--- src/rtl/ror_pkg.sv ---
// ror_pkg: shared types for the rectangle overlap ratio block
// no dependencies; used by rect_overlap_ratio_top
package ror_pkg;

    // control tag that travels with each transaction down the pipeline
    typedef struct packed {
        logic vld;
        logic degen;
    } t_pipe_tag;

endpackage

--- src/rtl/rect_overlap_ratio_top.sv ---
// rect_overlap_ratio_top: intersection area of two rectangles over the smaller area
// depends on ror_pkg (pipeline tag type)
//
// channel   direction  handshake             payload
// command   in         start high, busy low  i_first_*, i_second_* (left, top, width, height)
// result    out        o_valid strobe        o_overlap_ratio, o_overlap_area, o_degenerate
//
// one transaction per cycle; results come out in the order in which the starts were taken
// the pipeline is 3 front stages (axis overlap, area multiplies, min) followed by a
// restoring divider with one quotient bit per stage (FRACTION_BITS + 1 stages)
// busy is always low: the receiver cannot stall, so nothing in the pipeline ever waits
// synchronous active-low reset clears the valid bits and the divider tags; other payload registers are not reset
module rect_overlap_ratio_top #(
    parameter int COORD_BITS    = 12,
    parameter int FRACTION_BITS = 16
) (
    input  logic                       i_clk,
    input  logic                       i_rst_n,
    input  logic                       start,
    output logic                       busy,
    input  logic [COORD_BITS-1:0]      i_first_left,
    input  logic [COORD_BITS-1:0]      i_first_top,
    input  logic [COORD_BITS-1:0]      i_first_width,
    input  logic [COORD_BITS-1:0]      i_first_height,
    input  logic [COORD_BITS-1:0]      i_second_left,
    input  logic [COORD_BITS-1:0]      i_second_top,
    input  logic [COORD_BITS-1:0]      i_second_width,
    input  logic [COORD_BITS-1:0]      i_second_height,
    output logic                       o_valid,
    output logic [FRACTION_BITS:0]     o_overlap_ratio,
    output logic [2*COORD_BITS-1:0]    o_overlap_area,
    output logic                       o_degenerate
);

    localparam int CB = COORD_BITS;
    localparam int AB = 2 * COORD_BITS;
    localparam int QB = FRACTION_BITS + 1;
    localparam int NS = FRACTION_BITS + 1;
    localparam logic [QB-1:0] RATIO_ONE = QB'(1) << FRACTION_BITS;

    // overlap along one axis, zero when apart or touching; edges kept at CB+1 bits
    function automatic logic [CB-1:0] axis_ov(
        input logic [CB-1:0] a0,
        input logic [CB-1:0] alen,
        input logic [CB-1:0] b0,
        input logic [CB-1:0] blen
    );
        logic [CB:0] a1;
        logic [CB:0] b1;
        logic [CB:0] lo;
        logic [CB:0] hi;
        logic [CB:0] d;
        a1 = {1'b0, a0} + {1'b0, alen};
        b1 = {1'b0, b0} + {1'b0, blen};
        lo = (a0 > b0) ? {1'b0, a0} : {1'b0, b0};
        hi = (a1 < b1) ? a1 : b1;
        d  = (hi > lo) ? (hi - lo) : '0;
        // overlap never exceeds either length, so it fits in CB bits
        return d[CB-1:0];
    endfunction

    assign busy = 1'b0;

    // stage 1: axis overlaps
    logic          r_s1_vld;
    logic [CB-1:0] r_s1_ox, r_s1_oy;
    logic [CB-1:0] r_s1_fw, r_s1_fh, r_s1_sw, r_s1_sh;
    logic [CB-1:0] n_s1_ox, n_s1_oy;

    assign n_s1_ox = axis_ov(i_first_left, i_first_width, i_second_left, i_second_width);
    assign n_s1_oy = axis_ov(i_first_top, i_first_height, i_second_top, i_second_height);

    always_ff @(posedge i_clk) begin
        if (!i_rst_n) begin
            r_s1_vld <= 1'b0;
        end else begin
            r_s1_vld <= start && !busy;
        end
        r_s1_ox <= n_s1_ox;
        r_s1_oy <= n_s1_oy;
        r_s1_fw <= i_first_width;
        r_s1_fh <= i_first_height;
        r_s1_sw <= i_second_width;
        r_s1_sh <= i_second_height;
    end

    // stage 2: intersection area and both rectangle areas
    logic          r_s2_vld;
    logic [AB-1:0] r_s2_common, r_s2_area1, r_s2_area2;

    always_ff @(posedge i_clk) begin
        if (!i_rst_n) begin
            r_s2_vld <= 1'b0;
        end else begin
            r_s2_vld <= r_s1_vld;
        end
        r_s2_common <= AB'(r_s1_ox) * AB'(r_s1_oy);
        r_s2_area1  <= AB'(r_s1_fw) * AB'(r_s1_fh);
        r_s2_area2  <= AB'(r_s1_sw) * AB'(r_s1_sh);
    end

    // stage 3: smaller area and degenerate flag
    logic          r_s3_vld;
    logic          r_s3_degen;
    logic [AB-1:0] r_s3_common, r_s3_small;
    logic [AB-1:0] n_s3_small;

    assign n_s3_small = (r_s2_area1 < r_s2_area2) ? r_s2_area1 : r_s2_area2;

    always_ff @(posedge i_clk) begin
        if (!i_rst_n) begin
            r_s3_vld <= 1'b0;
        end else begin
            r_s3_vld <= r_s2_vld;
        end
        r_s3_common <= r_s2_common;
        r_s3_small  <= n_s3_small;
        r_s3_degen  <= (n_s3_small == '0);
    end

    // restoring divider, one quotient bit per stage, msb first
    // intersection never exceeds the smaller area, so the first bit is the integer part
    logic [AB-1:0]      r_rem  [NS];
    logic [QB-1:0]      r_quo  [NS];
    logic [AB-1:0]      r_div  [NS];
    logic [AB-1:0]      r_area [NS];
    ror_pkg::t_pipe_tag r_tag  [NS];

    logic [AB:0]        n_trial [NS];
    logic               n_ge    [NS];
    logic [AB:0]        n_diff  [NS];
    logic [QB-1:0]      n_quo   [NS];
    logic [AB-1:0]      n_div   [NS];
    logic [AB-1:0]      n_area  [NS];
    ror_pkg::t_pipe_tag n_tag   [NS];

    for (genvar k = 0; k < NS; k++) begin : g_div
        if (k == 0) begin : g_first
            assign n_trial[k]   = {1'b0, r_s3_common};
            assign n_div[k]     = r_s3_small;
            assign n_area[k]    = r_s3_common;
            assign n_tag[k].vld   = r_s3_vld;
            assign n_tag[k].degen = r_s3_degen;
            assign n_quo[k]     = {{(QB-1){1'b0}}, n_ge[k]};
        end else begin : g_next
            assign n_trial[k] = {r_rem[k-1], 1'b0};
            assign n_div[k]   = r_div[k-1];
            assign n_area[k]  = r_area[k-1];
            assign n_tag[k]   = r_tag[k-1];
            assign n_quo[k]   = {r_quo[k-1][QB-2:0], n_ge[k]};
        end

        assign n_ge[k]   = (n_trial[k] >= {1'b0, n_div[k]});
        assign n_diff[k] = n_ge[k] ? (n_trial[k] - {1'b0, n_div[k]}) : n_trial[k];

        always_ff @(posedge i_clk) begin
            if (!i_rst_n) begin
                r_tag[k] <= '0;
            end else begin
                r_tag[k] <= n_tag[k];
            end
            // remainder stays below the divisor, so AB bits hold it
            r_rem[k]  <= n_diff[k][AB-1:0];
            r_quo[k]  <= n_quo[k];
            r_div[k]  <= n_div[k];
            r_area[k] <= n_area[k];
        end
    end

    assign o_valid         = r_tag[NS-1].vld;
    assign o_degenerate    = r_tag[NS-1].degen;
    assign o_overlap_area  = r_area[NS-1];
    // a zero divisor leaves an all-ones quotient; degenerate forces zero
    assign o_overlap_ratio = r_tag[NS-1].degen ? '0 : r_quo[NS-1];

    a_ratio_bound: assert property (@(posedge i_clk) disable iff (!i_rst_n)
        o_valid |-> o_overlap_ratio <= RATIO_ONE)
        else $error("overlap ratio above one");

    a_zero_area_zero_ratio: assert property (@(posedge i_clk) disable iff (!i_rst_n)
        (o_valid && o_overlap_area == '0) |-> o_overlap_ratio == '0)
        else $error("nonzero ratio with no intersection");

    a_degen_no_area: assert property (@(posedge i_clk) disable iff (!i_rst_n)
        (o_valid && o_degenerate) |-> o_overlap_area == '0)
        else $error("degenerate rectangle with nonzero intersection");

    a_full_ratio: assert property (@(posedge i_clk) disable iff (!i_rst_n)
        (o_valid && o_overlap_ratio == RATIO_ONE) |-> (!o_degenerate && o_overlap_area != '0))
        else $error("full ratio without a real intersection");

endmodule

--- config.mk ---
export PLATFORM = sky130hd
export DESIGN_NAME = rect_overlap_ratio_top
export DESIGN_NICKNAME = d
export VERILOG_FILES = /design/src/rtl/ror_pkg.sv /design/src/rtl/rect_overlap_ratio_top.sv
export SDC_FILE = /design/constraint.sdc
export NUM_CORES = 2
export LEC_CHECK = 0
export BUFFER_PORTS_ARGS = -buffer_cell sky130_fd_sc_hd__buf_2
export CAP_MARGIN = 20
export CORE_ASPECT_RATIO = 0.75
export CORE_UTILIZATION = 63
export CTS_BUF_LIST = sky130_fd_sc_hd__clkbuf_16
export CTS_CLUSTER_DIAMETER = 120
export DETAILED_ROUTE_END_ITERATION = 8
export GPL_ROUTABILITY_DRIVEN = 1
export GPL_TIMING_DRIVEN = 0
export PLACE_DENSITY_LB_ADDON = 0.08
export RECOVER_POWER = 100
export SLEW_MARGIN = 15
export SYNTH_ARGS = -nofsm -noshare
export SYNTH_HDL_FRONTEND = slang
export SYNTH_SLANG_ARGS = --single-unit
--- constraint.sdc ---
create_clock -name i_clk -period 7.6 [get_ports i_clk]
set_input_delay 0.38 -clock i_clk [delete_from_list [all_inputs] [get_ports i_clk]]
set_output_delay 0.38 -clock i_clk [all_outputs]
set_load 0.005 [all_outputs]
# Yosys cells after proc, flatten, opt, wreduce, memory -nomap -nowiden
# Memories as Yosys holds them, arrays and structs flattened.
# Index checks and enable logic that the tools add are counted.
dict set report op_classes {
  addsub 23
  mul 3
  div_mod_pow 0
  n_lt_le_gt_ge 24
  eq_ne 0
  shifts 0
  mux 42
  n_bitwise 17
  reduce_logical 1
}
# cell count
set ops {}
lappend ops {{$mux W24} 18}
lappend ops {{$sub A24 B24 Y24} 17}
lappend ops {{$ge A25 B24 Y1} 16}
lappend ops {{$mul A12 B12 Y24} 3}
lappend ops {{$add A12 B12 Y13} 4}
lappend ops {{$mux W2} 17}
lappend ops {{$gt A13 B12 Y1} 2}
lappend ops {{$lt A13 B13 Y1} 2}
lappend ops {{$mux W13} 2}
lappend ops {{$ge A24 B24 Y1} 1}
lappend ops {{$gt A12 B12 Y1} 2}
lappend ops {{$logic_not A24 Y1} 1}
lappend ops {{$lt A24 B24 Y1} 1}
lappend ops {{$mux W12} 2}
lappend ops {{$sub A12 B12 Y12} 2}
lappend ops {{$mux W17} 1}
lappend ops {{$or A1 B1 Y1} 17}
lappend ops {{$mux W1} 2}
dict set report totals {
  register_bits 196
  latchBits 0
  mem_bits_rw 1547
  rom_bits 0
  inputBits 99
  word_cells 130
  n_memories 5
}
# memory depth width rd rd_ports_with_merged_regs wr line
set mem_list {}
lappend mem_list {r_area 17 24 17 0 17 rect_overlap_ratio_top.sv:126} ;# logic [AB-1:0] r_area [NS];
lappend mem_list {r_div 17 24 16 0 17 rect_overlap_ratio_top.sv:125} ;# logic [AB-1:0] r_div [NS];
lappend mem_list {r_rem 17 24 16 0 17 rect_overlap_ratio_top.sv:123} ;# logic [AB-1:0] r_rem [NS];
lappend mem_list {r_quo 17 17 17 0 17 rect_overlap_ratio_top.sv:124} ;# logic [QB-1:0] r_quo [NS];
lappend mem_list {r_tag 17 2 17 0 17 rect_overlap_ratio_top.sv:127} ;# ror_pkg::t_pipe_tag r_tag [NS];

# Logic depth before layout (Yosys ltp)
dict set report logic_depth {
  depth_word 4
  ltp_mapped 31
}

# Worst setup path after synthesis
# Ideal clock, no wire load.
dict set report synth_path {
  path_kind {input to register}
  startpoint {input i_second_top[1]}
  endpoint {register r_s1_oy[4]}
  setup_ps 122
  t_arrival_ps 5532
  required_ps 7478
  path_slack_ps 1945
  cell_stages 29
  path_buffers 2
  path_cell_list {ha_1 > a21o_1 > a21oi_1 > o21bai_1 > a21oi_1 > nor2b_1 > o21a_1 > nor2_1 > xor2_1 > ha_1 > o21a_1 > o21ai_0 > nor2_1 > a211oi_1 > maj3_1 > a21o_1 > clkbuf_1 > o21ai_0 > ha_1 > o21ai_0 > a21boi_0 > o21ai_0 > a21oi_1 > a41o_1 > o41ai_1 > o21ai_0 > mux2i_1 > buf_2 > nor3_1}
}
dict set report synth_via {
  elab_chain_cells 4
  elab_cells_between_ends 7
  cone_classes {2 x add/sub; 3 x order compare; 2 x mux}
}
# element line
set synth_lines {}
lappend synth_lines {{from (decl)} rect_overlap_ratio_top.sv:26} ;# input logic [COORD_BITS-1:0] i_second_top,
lappend synth_lines {{$add A12 B12 Y13} rect_overlap_ratio_top.sv:54} ;# b1 = {1'b0, b0} + {1'b0, blen};
lappend synth_lines {{$lt A13 B13 Y1} rect_overlap_ratio_top.sv:56} ;# hi = (a1 < b1) ? a1 : b1;
lappend synth_lines {{$mux W13} rect_overlap_ratio_top.sv:56}
lappend synth_lines {{$sub A12 B12 Y12 or $gt A13 B12 Y1 (tied branches)} rect_overlap_ratio_top.sv:57} ;# d = (hi > lo) ? (hi - lo) : '0;
lappend synth_lines {{to (signal assigned)} rect_overlap_ratio_top.sv:80} ;# r_s1_oy <= n_s1_oy;
lappend synth_lines {{to (decl)} rect_overlap_ratio_top.sv:66} ;# logic [CB-1:0] r_s1_ox, r_s1_oy;
# Several ways; a longest one is shown, not always the timed one.
# A chain may end at the register's enable or synchronous reset.

# Worst setup path after layout
dict set report layout_path {
  startpoint {input i_first_height[2]}
  endpoint {register r_s1_oy[3]}
}
dict set report layout_via {
  elab_chain_cells 4
  elab_cells_between_ends 5
  cone_classes {2 x add/sub; 2 x order compare; 1 x mux}
}
# element line
set layout_lines {}
lappend layout_lines {{from (decl)} rect_overlap_ratio_top.sv:24} ;# input logic [COORD_BITS-1:0] i_first_height,
lappend layout_lines {{$add A12 B12 Y13 *} rect_overlap_ratio_top.sv:53} ;# a1 = {1'b0, a0} + {1'b0, alen};
lappend layout_lines {{$lt A13 B13 Y1} rect_overlap_ratio_top.sv:56}
lappend layout_lines {{$mux W13 *} rect_overlap_ratio_top.sv:56}
lappend layout_lines {{$sub A12 B12 Y12 or $gt A13 B12 Y1 (tied branches)} rect_overlap_ratio_top.sv:57}
# Mark *: on every way between the ends. The rest lies on a longest branch, timed or not.

==> impl_results.md <==
- Worst setup SP type: input pin
- Worst R2R End: r_s2_area1[23]
- Fin. Hold Viols: 0
- CTS Sinks: 1559
- CP peak stage delay: 530 ps
- Post-Syn Instances: 7436
- Crit path arrival time: 7660 ps
- Largest area contributor in the netlist: dfxtp_1
- Worst hold path type: in2reg
- WHS Path Cells: 4
- R2R cell count: 18
- Clock latency at the later pin of the worst-skew pair: 790 ps
- Drt via density: 5.50
- RSZ-0062 raised after global routing: no
- Fin Hold WS: 182 ps
- Setup Total Neg Slack: 0 ps
- Sequential share of the synthesized area: 42.0%
- Post-synth EDFFs: 0
- Status: finished, final reports clean
- Crit-path slowest cell: dlygate4sd3_1
- Synthesized Nets: 8591
- Register-to-register path setup slack: 780 ps
- CP most frequent cell: o21ai_0
- FF-to-FF Start: r_s1_fh[9]
- Starting Density: 63.9%
- Fin crit share: 92.5%
- Final Skew: 44.4 ps
- Final setup violation count: 0
- Synthesized area: 74200 µm²
- Total CTS buffers: 144
- Dominant synthesized flop cell: dfxtp_1
- PortBufs: 141
- Worst Path Required: 8230 ps
- Die width: 398 µm
- Detailed Route WL: 176 mm
- Unique masters post-synth: 92
- First-pass GRT wire length: 279 mm
- Share of cells above drive strength 1: 6.08%
- Fin. max-slew vios: 0
- Post-layout util: 70.6%
- Row count: 108
- Sequential cell area: 31200 µm²
- Final #Nets: 8928
- Worst Setup End Kind: flop
- Reported max-cap violation count: 0
- Ys async rst share: 0%
- End of the critical path: r_s1_oy[3]
- Clock Path Buffers: 3
- Clock root cell: clkbuf_16
- IO Pins: 143
- Post-DRT Antenna Nets: 0
- GRT Resource Usage Total: 29.9%
- Post-layout min period: 7030 ps
- Post-CTS Setup Inserts: 0
- Vias in the first global route: 50847
- Syn Area/Cell: 9.98 µm²
- Routed len/inst: 18.7 µm
- Routability congestion estimate: 0.953
- Pin count of the biggest net entering global routing: 20
- H-Tree Depth: 4
- Post-synthesis register bit count: 1559
- Worst-path clk slew: 50 ps
- Die area: 119000 µm²
- Crit. Startpoint: i_first_height[2]
- Layout area overhead: 10.5%
- DR vias: 51902
- Remaining DRCs: 0
- Area of the multi-input gates: 38400 µm²
- Tightest Pin Transition: 1470 ps
- Yosys warning count: 0
- Fill count: 8885
- Max Freq: 0.142 GHz
- Gr ovfl total: 0
- Initial DRC count: 3928
- Initial antenna violation count: 14
- Die height: 299 µm
- Slew HR: 1.74%
- Share of the synthesized area in the top cell type: 42.0%
- Pre-antenna DRT Iters: 6
- Setup CP Type: in2reg
- CTS tree: yes
- Half-perimeter wire length after placement: 138 mm
- Core Box Area: 116000 µm²
- Top post-synthesis cells by area: dfxtp_1, ha_1, fa_1
- Critical Path Fanout Max: 10
## cell usage in the layout, fill, tap and decap left out, drive strengths merged, types with 50 or more instances in the layout
| master | netlist | final |
|---|---|---|
| xnor2 | 271 | 271 |
| nand2b | 63 | 63 |
| nand2 | 575 | 575 |
| nor2 | 328 | 328 |
| ha | 734 | 734 |
| clkinv | 0 | 58 |
| dfxtp | 1559 | 1559 |
| fa | 322 | 322 |
| nand4 | 66 | 66 |
| inv | 1037 | 1072 |
| o21ai | 315 | 315 |
| clkbuf | 100 | 368 |
| dlygate4sd3 | 0 | 50 |
| nand3 | 87 | 87 |
| o21a | 64 | 64 |
| buf | 42 | 60 |
| nor2b | 108 | 108 |
| mux2 | 208 | 208 |
| xor2 | 136 | 136 |
| a21oi | 355 | 355 |
| and2 | 224 | 224 |
| nor3 | 107 | 107 |
| a21o | 188 | 188 |
## registers in the layout (all words and copies together), names as in the netlist, 12 cells and up
signal / flops
r_rem: 384
r_s1_sh: 12
r_s2_common: 24
r_quo: 153
r_s1_oy: 12
r_s1_fw: 12
r_s1_fh: 12
r_s3_small: 24
r_s1_sw: 12
r_area: 408
r_tag: 34
r_s2_area2: 24
r_s3_common: 24
r_div: 384
r_s1_ox: 12
r_s2_area1: 24
## cell families after synthesis
group | Yosys count | share of synthesized area [%]
AO/OA/AOI/OAI | 1262 | 11.0
XOR/XNOR | 407 | 4.80
adder cells (fa/ha/maj) | 1058 | 21.1
buffers and inverters | 1179 | 6.10
flip-flops | 1559 | 42.0
multiplexers | 256 | 3.80
other | 1 | 0.00505
AND/OR/NAND/NOR | 1714 | 11.2
## critical path: cells and delay by family
| kind | cells | cell delay (ps) |
|---|---|---|
| buffers and inverters | 4 | 1600 |
| multiplexers | 1 | 390 |
| XOR/XNOR | 1 | 170 |
| adder cells (fa/ha/maj) | 4 | 1290 |
| AND/OR/NAND/NOR | 4 | 370 |
| AO/OA/AOI/OAI | 16 | 3450 |
## worst min path at each step
stage / startpoint / to / slack, ps
after floorplan: r_area[0][76] / r_area[0][100] / 310
after global placement: r_quo[1][98] / r_quo[1][116] / 310
after detailed placement: r_area[0][108] / r_area[0][132] / 310
after CTS: i_first_top[0] / r_s1_oy[0] / 130
after global routing: i_first_top[0] / r_s1_oy[0] / 170
final: i_first_top[0] / r_s1_oy[0] / 180
## metrics by stage
step / instances / worst slack [ps] / cell area (µm²)
after floorplan: 7436 / 1950 / 74200
after global placement: 9117 / 715 / 76900
after detailed placement: 9117 / 638 / 76900
after CTS: 9431 / 875 / 82300
after global routing: 9431 / 82.7 / 82000
final: 9433 / 571 / 82000
## cells in the mapped netlist (all sizes together), types with 8 or more instances
master and instances:
nand3 87, o211ai 19, o21bai 49, a221oi 8, o21ai 315, xor2 136, o221ai 8, a211oi 33
and4 14, or3 32, o21a 64, mux2 208, a311oi 13, o2111ai 19, fa 322, nand4 66
or2 16, nor2b 108, a211o 9, a21o 188, or4 11, o22ai 10, xnor2 271, nor4 26
nor2 328, a21oi 355, ha 734, dfxtp 1559, and2 224, a31oi 36, mux2i 48, nor3 107
o31ai 24, inv 1037, nand2 575, a2111oi 8, a31o 13, and3 33, o41ai 14, a21boi 24
clkbuf 100, nand2b 63, buf 42
## routing by layer
metal	up-vias	wire length [µm]	GRT usage (%)
met5	-	31	0
met4	6	2970	6.50
met3	242	15400	6.47
met2	1661	67700	41.0
met1	24687	89800	47.5
li1	25306	-	-
## area by class of cell
| type | instances | share of cell area (%) |
|---|---|---|
| Timing Repair Buffer | 191 | 1.34 |
| Buffer | 142 | 0.659 |
| Sequential cell | 1559 | 38.1 |
| Clock buffer | 145 | 4.42 |
| Clock inverter | 119 | 1.62 |
| Antenna cell | 2 | 0.00610 |
| Multi-Input combinational cell | 4698 | 46.8 |
| Tap cell | 1540 | 2.35 |
| Inverter | 1037 | 4.75 |
## timing repair
action,in CTS,in global routing
setup endpoints to repair,0,2
hold buffers,50,0
endpoints found under the hold margin,56,0
gates resized for setup,0,1
Power is left out: the tool's default activity adds up to more than one toggle a clock period on the data nets, which glitch-free logic cannot reach.
